## src/hw/rtl/lr_pkg.sv

```systemverilog
`timescale 1ns / 1ps
// ----------------------------------------------------------------------------
// lr_pkg: shared types and constants of the line rasterizer
// Request, pixel and internal command layouts, plus the request type codes.
// ----------------------------------------------------------------------------
package lr_pkg;

  localparam int COORD_BITS    = 10;
  localparam int REM_BITS      = COORD_BITS + 1;
  localparam int COLOR_BITS    = 4;
  localparam int QUEUE_DEPTH_D = 2;

  // request type codes
  localparam logic REQ_START = 1'b0;
  localparam logic REQ_STEP  = 1'b1;

  typedef struct packed {
    logic                  req_type;
    logic [COORD_BITS-1:0] x_start;
    logic [COORD_BITS-1:0] y_start;
    logic [COORD_BITS-1:0] x_end;
    logic [COORD_BITS-1:0] y_end;
    logic [COLOR_BITS-1:0] line_color;
  } req_t;

  typedef struct packed {
    logic [COORD_BITS-1:0] pixel_x;
    logic [COORD_BITS-1:0] pixel_y;
    logic [COLOR_BITS-1:0] pixel_color;
    logic                  last_pixel;
  } pixel_t;

  // classified request as it travels from front to back
  typedef struct packed {
    logic                  is_start;
    logic                  x_is_major;
    logic                  minor_step_up;
    logic [COORD_BITS-1:0] major_position;
    logic [COORD_BITS-1:0] major_limit;
    logic [COORD_BITS-1:0] minor_position;
    logic [COORD_BITS-1:0] major_span;
    logic [COORD_BITS-1:0] minor_span;
    logic [COLOR_BITS-1:0] color;
  } cmd_t;

endpackage

```

## src/hw/rtl/lr_front.sv

```systemverilog
`timescale 1ns / 1ps
// ----------------------------------------------------------------------------
// lr_front: request classifier
// Turns a start request into the line setup (axis, direction, spans) and
// marks step requests, ready to be queued for the stepper.
// ----------------------------------------------------------------------------
module lr_front
  import lr_pkg::*;
(
  input  req_t req,
  output cmd_t cmd
);

  function automatic logic [COORD_BITS-1:0] abs_diff(input logic [COORD_BITS-1:0] a,
                                                     input logic [COORD_BITS-1:0] b);
    abs_diff = (a >= b) ? (a - b) : (b - a);
  endfunction

  logic [COORD_BITS-1:0] dx;
  logic [COORD_BITS-1:0] dy;
  logic                  x_major;
  logic [COORD_BITS-1:0] maj_s;
  logic [COORD_BITS-1:0] maj_e;
  logic [COORD_BITS-1:0] min_s;
  logic [COORD_BITS-1:0] min_e;
  logic                  swap;
  logic [COORD_BITS-1:0] first_min;
  logic [COORD_BITS-1:0] other_min;
  logic [COORD_BITS-1:0] pos;
  logic [COORD_BITS-1:0] lim;

  always_comb begin
    dx      = abs_diff(req.x_start, req.x_end);
    dy      = abs_diff(req.y_start, req.y_end);
    x_major = (dx >= dy);
    maj_s   = x_major ? req.x_start : req.y_start;
    maj_e   = x_major ? req.x_end   : req.y_end;
    min_s   = x_major ? req.y_start : req.x_start;
    min_e   = x_major ? req.y_end   : req.x_end;
    // walk from the smaller major coordinate
    swap      = (maj_s > maj_e);
    pos       = swap ? maj_e : maj_s;
    lim       = swap ? maj_s : maj_e;
    first_min = swap ? min_e : min_s;
    other_min = swap ? min_s : min_e;

    cmd.is_start       = (req.req_type == REQ_START);
    cmd.x_is_major     = x_major;
    cmd.minor_step_up  = (other_min >= first_min);
    cmd.major_position = pos;
    cmd.major_limit    = lim;
    cmd.minor_position = first_min;
    cmd.major_span     = lim - pos;
    cmd.minor_span     = abs_diff(first_min, other_min);
    cmd.color          = req.line_color;
  end

endmodule

```

## src/hw/rtl/lr_queue.sv

```systemverilog
`timescale 1ns / 1ps
// ----------------------------------------------------------------------------
// lr_queue: command queue between front and back
// Small show-ahead fifo so the classifier and the stepper stall separately.
// ----------------------------------------------------------------------------
module lr_queue
  import lr_pkg::*;
#(
  parameter int DEPTH = QUEUE_DEPTH_D
)(
  input  logic clk,
  input  logic rst,
  input  logic push,
  input  cmd_t wdata,
  output logic full,
  input  logic pop,
  output cmd_t rdata,
  output logic empty
);

  localparam int PTR_BITS = (DEPTH > 1) ? $clog2(DEPTH) : 1;
  localparam int CNT_BITS = $clog2(DEPTH + 1);
  localparam logic [PTR_BITS-1:0] LAST_PTR = PTR_BITS'(DEPTH - 1);
  localparam logic [CNT_BITS-1:0] FULL_CNT = CNT_BITS'(DEPTH);

  cmd_t                entries [DEPTH];
  logic [PTR_BITS-1:0] wr_ptr;
  logic [PTR_BITS-1:0] rd_ptr;
  logic [CNT_BITS-1:0] count;

  assign full  = (count == FULL_CNT);
  assign empty = (count == '0);
  assign rdata = entries[rd_ptr];

  always_ff @(posedge clk) begin
    if (push) begin
      entries[wr_ptr] <= wdata;
    end
  end

  always_ff @(posedge clk) begin
    if (rst) begin
      wr_ptr <= '0;
      rd_ptr <= '0;
      count  <= '0;
    end else begin
      if (push) begin
        wr_ptr <= (wr_ptr == LAST_PTR) ? '0 : wr_ptr + 1'b1;
      end
      if (pop) begin
        rd_ptr <= (rd_ptr == LAST_PTR) ? '0 : rd_ptr + 1'b1;
      end
      if (push && !pop) begin
        count <= count + 1'b1;
      end else if (pop && !push) begin
        count <= count - 1'b1;
      end
    end
  end

  a_no_overflow: assert property (@(posedge clk) disable iff (rst)
    push |-> !full || pop)
    else $error("queue written while full");

  a_no_underflow: assert property (@(posedge clk) disable iff (rst)
    pop |-> !empty)
    else $error("queue read while empty");

  a_ptrs_match_when_empty: assert property (@(posedge clk) disable iff (rst)
    (count == '0) |-> (wr_ptr == rd_ptr))
    else $error("queue pointers disagree with count");

endmodule

```

## src/hw/rtl/lr_back.sv

```systemverilog
`timescale 1ns / 1ps
// ----------------------------------------------------------------------------
// lr_back: line stepper with result register
// Holds the active line, emits one pixel per step command on an active line
// and advances the minor coordinate with an exact integer remainder.
// ----------------------------------------------------------------------------
module lr_back
  import lr_pkg::*;
(
  input  logic   clk,
  input  logic   rst,
  input  logic   cmd_valid,
  input  cmd_t   cmd,
  output logic   cmd_take,
  output pixel_t result,
  output logic   empty,
  input  logic   pop
);

  logic                  line_active;
  logic                  x_is_major;
  logic [COORD_BITS-1:0] major_position;
  logic [COORD_BITS-1:0] major_limit;
  logic [COORD_BITS-1:0] minor_position;
  logic                  minor_step_up;
  logic [COORD_BITS-1:0] major_span;
  logic [COORD_BITS-1:0] minor_span;
  logic [REM_BITS-1:0]   remainder_acc;
  logic [COLOR_BITS-1:0] held_color;
  logic                  out_valid;

  logic                  last;
  logic                  emit;
  logic                  advance;
  logic [REM_BITS:0]     up_sum;
  logic [REM_BITS:0]     up_wrap;
  logic                  up_carry;
  logic                  down_borrow;
  logic [REM_BITS-1:0]   remainder_next;
  logic [COORD_BITS-1:0] minor_next;

  assign cmd_take = cmd_valid && (!out_valid || pop);
  assign last     = (major_position == major_limit);
  assign emit     = cmd_take && !cmd.is_start && line_active;
  assign advance  = emit && !last;
  assign empty    = !out_valid;

  always_comb begin
    up_sum      = {1'b0, remainder_acc} + {2'b00, minor_span};
    up_carry    = (up_sum >= {2'b00, major_span});
    up_wrap     = up_sum - {2'b00, major_span};
    down_borrow = (remainder_acc < {1'b0, minor_span});
    if (minor_step_up) begin
      remainder_next = up_carry ? up_wrap[REM_BITS-1:0] : up_sum[REM_BITS-1:0];
      minor_next     = up_carry ? minor_position + 1'b1 : minor_position;
    end else if (down_borrow) begin
      remainder_next = remainder_acc + {1'b0, major_span} - {1'b0, minor_span};
      minor_next     = minor_position - 1'b1;
    end else begin
      remainder_next = remainder_acc - {1'b0, minor_span};
      minor_next     = minor_position;
    end
  end

  always_ff @(posedge clk) begin
    if (rst) begin
      line_active <= 1'b0;
      out_valid   <= 1'b0;
    end else begin
      if (cmd_take) begin
        out_valid <= emit;
        if (cmd.is_start) begin
          line_active <= 1'b1;
        end else if (emit && last) begin
          line_active <= 1'b0;
        end
      end else if (pop) begin
        out_valid <= 1'b0;
      end
    end
  end

  always_ff @(posedge clk) begin
    if (cmd_take && cmd.is_start) begin
      x_is_major     <= cmd.x_is_major;
      minor_step_up  <= cmd.minor_step_up;
      major_position <= cmd.major_position;
      major_limit    <= cmd.major_limit;
      minor_position <= cmd.minor_position;
      major_span     <= cmd.major_span;
      minor_span     <= cmd.minor_span;
      remainder_acc  <= '0;
      held_color     <= cmd.color;
    end else if (advance) begin
      major_position <= major_position + 1'b1;
      minor_position <= minor_next;
      remainder_acc  <= remainder_next;
    end
  end

  always_ff @(posedge clk) begin
    if (emit) begin
      result.pixel_x     <= x_is_major ? major_position : minor_position;
      result.pixel_y     <= x_is_major ? minor_position : major_position;
      result.pixel_color <= held_color;
      result.last_pixel  <= last;
    end
  end

  a_start_arms_line: assert property (@(posedge clk) disable iff (rst)
    (cmd_take && cmd.is_start) |=> line_active)
    else $error("start request did not arm the line");

  a_last_ends_line: assert property (@(posedge clk) disable iff (rst)
    (emit && last) |=> !line_active && out_valid && result.last_pixel)
    else $error("final pixel did not close the line");

  a_idle_step_silent: assert property (@(posedge clk) disable iff (rst)
    (cmd_take && !cmd.is_start && !line_active) |=> !out_valid)
    else $error("step without an active line produced a pixel");

endmodule

```

## src/hw/rtl/line_rasterizer_unit.sv

```systemverilog
`timescale 1ns / 1ps
// ----------------------------------------------------------------------------
// line_rasterizer_unit: incremental line rasterizer
// Requests come in through a queue-style port: push with a request while
// full is low. A start request latches two endpoints and a color and
// produces no pixel; each step request produces the next pixel of the line,
// walked along the major axis from the smaller major coordinate, with the
// final pixel flagged by last_pixel. A step with no active line produces
// nothing. Pixels leave through a queue-style port: the oldest pixel sits on
// result while empty is low and is taken with pop.
// A step request goes into the command queue, then its pixel is registered in
// result. Throughput: one request per cycle while result is popped, set by
// the stepper, which advances one pixel per cycle with an add and a compare.
// A command queue of QUEUE_DEPTH entries sits between classifier and
// stepper; when pop stays low the result register holds, the queue fills
// and full rises. Reset (synchronous) empties the queue, drops any active
// line and empties the result register.
// ----------------------------------------------------------------------------
module line_rasterizer_unit
  import lr_pkg::*;
#(
  parameter int QUEUE_DEPTH = QUEUE_DEPTH_D
)(
  input  logic   clk,
  input  logic   rst,
  input  logic   push,
  input  req_t   item,
  output logic   full,
  input  logic   pop,
  output pixel_t result,
  output logic   empty
);

  cmd_t front_cmd;
  cmd_t queue_cmd;
  logic queue_empty;
  logic cmd_take;
  logic queue_push;

  assign queue_push = push && !full;

  lr_front u_front (
    .req (item),
    .cmd (front_cmd)
  );

  lr_queue #(
    .DEPTH (QUEUE_DEPTH)
  ) u_queue (
    .clk   (clk),
    .rst   (rst),
    .push  (queue_push),
    .wdata (front_cmd),
    .full  (full),
    .pop   (cmd_take),
    .rdata (queue_cmd),
    .empty (queue_empty)
  );

  lr_back u_back (
    .clk       (clk),
    .rst       (rst),
    .cmd_valid (!queue_empty),
    .cmd       (queue_cmd),
    .cmd_take  (cmd_take),
    .result    (result),
    .empty     (empty),
    .pop       (pop)
  );

endmodule
```

## config.mk

```make
export PLATFORM = sky130hd
export DESIGN_NAME = line_rasterizer_unit
export DESIGN_NICKNAME = d
export VERILOG_FILES = /design/src/hw/rtl/lr_pkg.sv /design/src/hw/rtl/lr_front.sv /design/src/hw/rtl/lr_queue.sv /design/src/hw/rtl/lr_back.sv /design/src/hw/rtl/line_rasterizer_unit.sv
export SDC_FILE = /design/constraint.sdc
export NUM_CORES = 1
export LEC_CHECK = 0
export BUFFER_PORTS_ARGS = -buffer_cell sky130_fd_sc_hd__buf_2
export CORE_MARGIN = 2
export CORE_UTILIZATION = 57
export DETAILED_ROUTE_END_ITERATION = 16
export HOLD_SLACK_MARGIN = 0.03
export PLACE_DENSITY = 0.82
export SETUP_SLACK_MARGIN = 0.05
export SYNTH_ARGS = -nofsm -noshare
export SYNTH_HDL_FRONTEND = slang
export SYNTH_SLANG_ARGS = --single-unit
```

## constraint.sdc

```tcl
create_clock -name clk -period 10.7 [get_ports clk]
set_clock_uncertainty 0.2 [all_clocks]
set_input_delay 0 -clock clk [delete_from_list [all_inputs] [get_ports clk]]
set_output_delay 0 -clock clk [all_outputs]
set_load 0.05 [all_outputs]
```

# Word level (Yosys, flattened, before mapping)
# Memory sizes are Yosys's and may differ from the RTL's. A register that Yosys moved wholly into a read port is not among the register bits.
# Index checks and enable logic that the tools add are counted.
# word_totals
wordCells,110
regBits,98
mem_bits_rw,114
mem_count,1
# memory_table
name,depth,word_bits,rd,rd_ports_with_merged_regs,wr,line_no,text
u_queue.entries,2,57,1,1,1,lr_queue.sv:26,cmd_t entries [DEPTH];
# op_classes
bitwise_logic,1
reduce_logical,25
addsub,19
n_eq_ne,3
n_lt_le_gt_ge,8
n_mux,35
# op_table
cell,count
two-way mux 10 bit,20
subtractor 10 bit,7
>= comparator 10 bit,5
two-way mux 11 bit,3
subtractor 11 x 10 -> 11 bit,3
"adder 10 x 1 -> 10 bit, second input constant",2
adder 11 x 10 -> 12 bit,1
>= comparator 12 x 10 -> 1 bit,1
adder 11 x 10 -> 11 bit,1
< comparator 11 x 10 -> 1 bit,1
equality test 10 bit,1
> comparator 10 bit,1
two-way mux 1 bit,10
"subtractor 10 x 1 -> 10 bit, second input constant",1
logical AND 1 bit,9
nonzero test 2 bit,4
logical NOT 1 bit,7
two-way mux 2 bit,2
"!= test 3 bit, second input constant",1
AND reduction 3 bit,1
nonzero test 3 bit,1
"adder 1 bit, second input constant",2
"adder 2 x 1 -> 2 bit, second input constant",1
"equality test 2 bit, second input constant",1
5 further kinds,5

# Longest topological paths before layout
# logic_depth
depth_word,8
mapped_depth,56
ltp_nobuf,48

# By module
# From an unflattened synthesis, not the netlist that was laid out.
# hier_totals
cells_unflattened,1536
hier_area_um2,15665.0
# by_module_without_submodules
module,instances,area_per_inst_um2,cells_each
lr_back,1,6337.3,604
lr_front,1,4986.0,731
lr_queue,1,4324.1,199
line_rasterizer_unit,1,17.5,2

# Least setup slack after synthesis
# Ideal clock, no wire load.
# synth_path
path_type,input to register
startpoint,input port item[34] (netlist name)
endpoint,memory u_queue.entries[0][13] (netlist name) (data pin)
path_slack_ns,0.222
cell_stages,51
setup_ns,0.269
arrival_time_ns,10.009
path_cell_list,inv_1 > ha_1 > inv_1 > fa_1 > a21o_1 > a21o_1 > a21oi_1 > nand2b_1 > a21oi_1 > o41ai_1 > mux2_2 > a21oi_1 > o22ai_1 > a222oi_1 > xnor2_1 > ha_1 > o21ai_0 > nor2_1 > (+15 left out) > clkbuf_1 > buf_2 > a21oi_1 > mux2_2 > ha_1 > clkbuf_1 > nand4_1 > o21ai_0 > a21o_1 > a21oi_1 > o21ai_1 > clkbuf_1 > nand2_1 > a31oi_1 > o211ai_1 > a21oi_1 > o21ai_0 > xor2_1
# synth_rtl
item,line_no,text
"start, declared",line_rasterizer_unit.sv:27,"input req_t item,"
"end, declared",lr_queue.sv:26,

==> impl_results.md <==
- Final-report max-slew violation count: 0
- Final Hold Fails: 0
- Met2 wire length: 17,500 um
- Register area: 0.00622 mm2
- Initial antenna violation count: 0
- Skew-Pair Late Insertion Delay: 0.49 ns
- Routed WL: 36,300 um
- CTS Buffer Depth: 3
- Drt pass-1 iters: 6
- Syn Inst Count: 1,459
- WL met3: 2300 um
- Multi-input gate area: 0.00802 mm2
- DP HPWL: 26,700 um
- Worst-Margin Slew: 1.17 ns
- Critical Path Max Stage Delay: 0.84 ns
- Seq/Total Area, Yosys: 41.5%
- Max-cap violations: 0
- Area delta synth->final: 13.6%
- Clk root buf: clkbuf_16
- Antenna Cells: 0
- Reg2Reg Setup Slack: 5.81 ns
- Total CTS buffers: 21
- Async S/R FF share, synth: 0%
- Clk slew on worst S/H paths: 0.06 ns
- Min-Delay Endpoint: u_queue.entries[0][48]
- Vias in the first global route: 11,241
- Post-route ant nets: 0
- Req. time, crit path: 10.72 ns
- Vias: 11,464
- I/O Buffers: 75
- GPL Wtd Cong: 0.986
- Final setup vio count: 0
- Status: completed
- DIE AREA: 0.0276 mm2
- Critical setup path kind: in2reg
- First-pass GRT wire length: 57,600 um
- Synth Cell Area: 0.0150 mm2
- Post-synthesis cell type count: 71
- Worst r2r dst: u_back.remainder_acc[7]
- Largest net degree at the start of global routing: 60
- RSZ-0062 raised after global routing: false
- Post-synth EDFFs: 195
- Rel. slew slack: 21.9%
- Total GRT Usage: 25.7%
- Clock sink count: 213
- Vias per Instance: 5.90
- Fmax: 101 MHz
- Worst path slowest cell: or4_2
- CTS tree: done
- Synthesized area per cell: 10.3 um2
- H-tree level count: 1
- Crit end category: flip-flop
- Top cells by area, synth: edfxtp_1 (39%), ha_1 (11%), mux2_2 (6.2%)
- Reg2reg start: u_back.minor_span[0]
- Die Y: 166 um
- Hold path startpoint: item[38]
- Met1 WL: 15,500 um
- Post-Syn Nets: 1,657
- Yosys Warn Count: 0
- Fill cell count: 1,926
- Critical Path Fanout Max: 22
- CORE AREA: 0.0259 mm2
- Die width: 166 um
- Crit path DAT: 9.96 ns
- Util after Layout: 65.7%
- FP Rows: 59
- Minimum clock period: 9.94 ns
- Nets: 1,794
- Area leader, netlist: edfxtp_1
- Part of the cycle the worst path needs: 92.9%
- HP Class: in2reg
- Fraction of layout cells with a size suffix above 1: 16.4%
- #FFs+latches synth: 213
- Reg2reg path depth: 15
- Routed WL per cell: 18.7 um
- Worst Setup Start Kind: input pin
- Highest routed layer: met4
- DRC: 0
- Synth Flop Type: edfxtp_1
- Num ports: 76
- Global route overflow: 0
- Top cell type's share of synthesized area: 39.1%
- Starting Density: 57.8%
- Worst hold stages: 5
- DRT iter0 DRCs: 953
==> registers in the layout (all words and copies together), names as in the netlist, named ones only <==
register / cells
u_back.held_color: 4
u_back.line_active: 1
u_back.major_limit: 10
u_back.major_position: 10
u_back.major_span: 10
u_back.minor_position: 10
u_back.minor_span: 10
u_back.minor_step_up: 1
u_back.out_valid: 1
u_back.remainder_acc: 11
u_back.result: 25
u_back.x_is_major: 1
u_queue.count: 2
u_queue.entries: 114
u_queue.rd_ptr: 1
u_queue.wr_ptr: 1
==> worst max-delay path by stage <==
stage | startpoint | endpoint | slack, ns | cells past startpoint
floorplan | item[34] | u_queue.entries[0][13] | 0.22 | 51
global placement | item[34] | u_queue.entries[0][13] | 0.11 | 48
detailed placement | item[34] | u_queue.entries[1][13] | -0.02 | 48
CTS | item[34] | u_queue.entries[0][13] | 0.15 | 47
global route | item[24] | u_queue.entries[1][13] | 0.07 | 54
finish | item[24] | u_queue.entries[0][13] | 0.76 | 48
==> synth_stat cells, types with 7 or more instances <==
library cell,instances
a211oi_1,15
a21o_1,30
a21oi_1,134
a22oi_1,10
a31oi_1,8
and3_1,12
buf_2,7
clkbuf_1,37
dfxtp_1,18
edfxtp_1,195
fa_1,20
ha_1,129
inv_1,160
mux2_2,82
mux2i_1,70
nand2_1,73
nand2b_1,13
nand3_1,21
nand4_1,9
nor2_1,98
nor2b_1,12
nor3_1,20
o21ai_0,76
o21bai_1,14
or3_1,10
xnor2_1,57
xor2_1,33
==> per-layer routing <==
| layer | track usage (%) | vias up |
|---|---|---|
| met3 | 2.96 | 86 |
| met4 | 7.45 | 0 |
| met1 | 34.8 | 5453 |
| met2 | 43.9 | 438 |
| li1 | - | 5487 |
| met5 | 0 | - |
==> critical path: cells and delay by family <==
family | cells | cell delay, ns
AND/OR/NAND/NOR | 8 | 1.65
XOR/XNOR | 2 | 0.28
adder cells (fa/ha/maj) | 5 | 1.47
buffers and inverters | 10 | 2.06
AO/OA/AOI/OAI | 19 | 3.45
multiplexers | 4 | 1.01
==> repair_timing <==
action                                 4_1_cts  5_1_grt
buffers inserted                             0        5
setup endpoints to repair                    0       16
gates resized for setup                      0       14
hold buffers                                41        0
endpoints found under the hold margin       63        0
==> cells by family after synthesis <==
group                    Yosys count  synth area share [%]
AO/OA/AOI/OAI                    345                  14.0
AND/OR/NAND/NOR                  295                  9.35
buffers and inverters            214                  5.50
flip-flops                       213                  41.5
multiplexers                     153                  10.9
adder cells (fa/ha/maj)          149                  13.5
XOR/XNOR                          90                  5.26
==> cells in the final DEF, fill, tap and decap left out, types with 30 or more instances in the layout <==
cell,n
xnor2_1,57
ha_1,129
mux2i_1,69
xor2_1,33
edfxtp_1,195
buf_4,44
nor2_1,96
o21ai_0,75
mux2_2,82
buf_2,75
a21o_1,30
nand2_1,72
dlygate4sd3_1,41
a21oi_1,129
inv_1,160
==> cell type report <==
cell class,instances,area share (%)
Clock buffer,28,3.24
Clock inverter,6,0.338
Inverter,167,3.68
Multi-Input combinational cell,1033,47.2
Sequential cell,213,36.5
Tap cell,335,2.46
Timing Repair Buffer,160,6.56
==> stage by stage <==
step	hold slack [ns]	setup TNS, ns	std cells	area [um2]	setup slack (ns)
final	0.0112	0	1942	17000	0.762
after global routing	0.0565	0	1942	17000	0.0692
after CTS	0.0304	0	1936	16900	0.146
after detailed placement	-0.00884	-0.0461	1861	15900	-0.0230
after global placement	-0.0125	0	1861	15900	0.109
after floorplan	-0.131	0	1459	15000	0.222
Power is not shown: default switching activity piles up to over one toggle a cycle in this logic, so the estimate is an artifact.
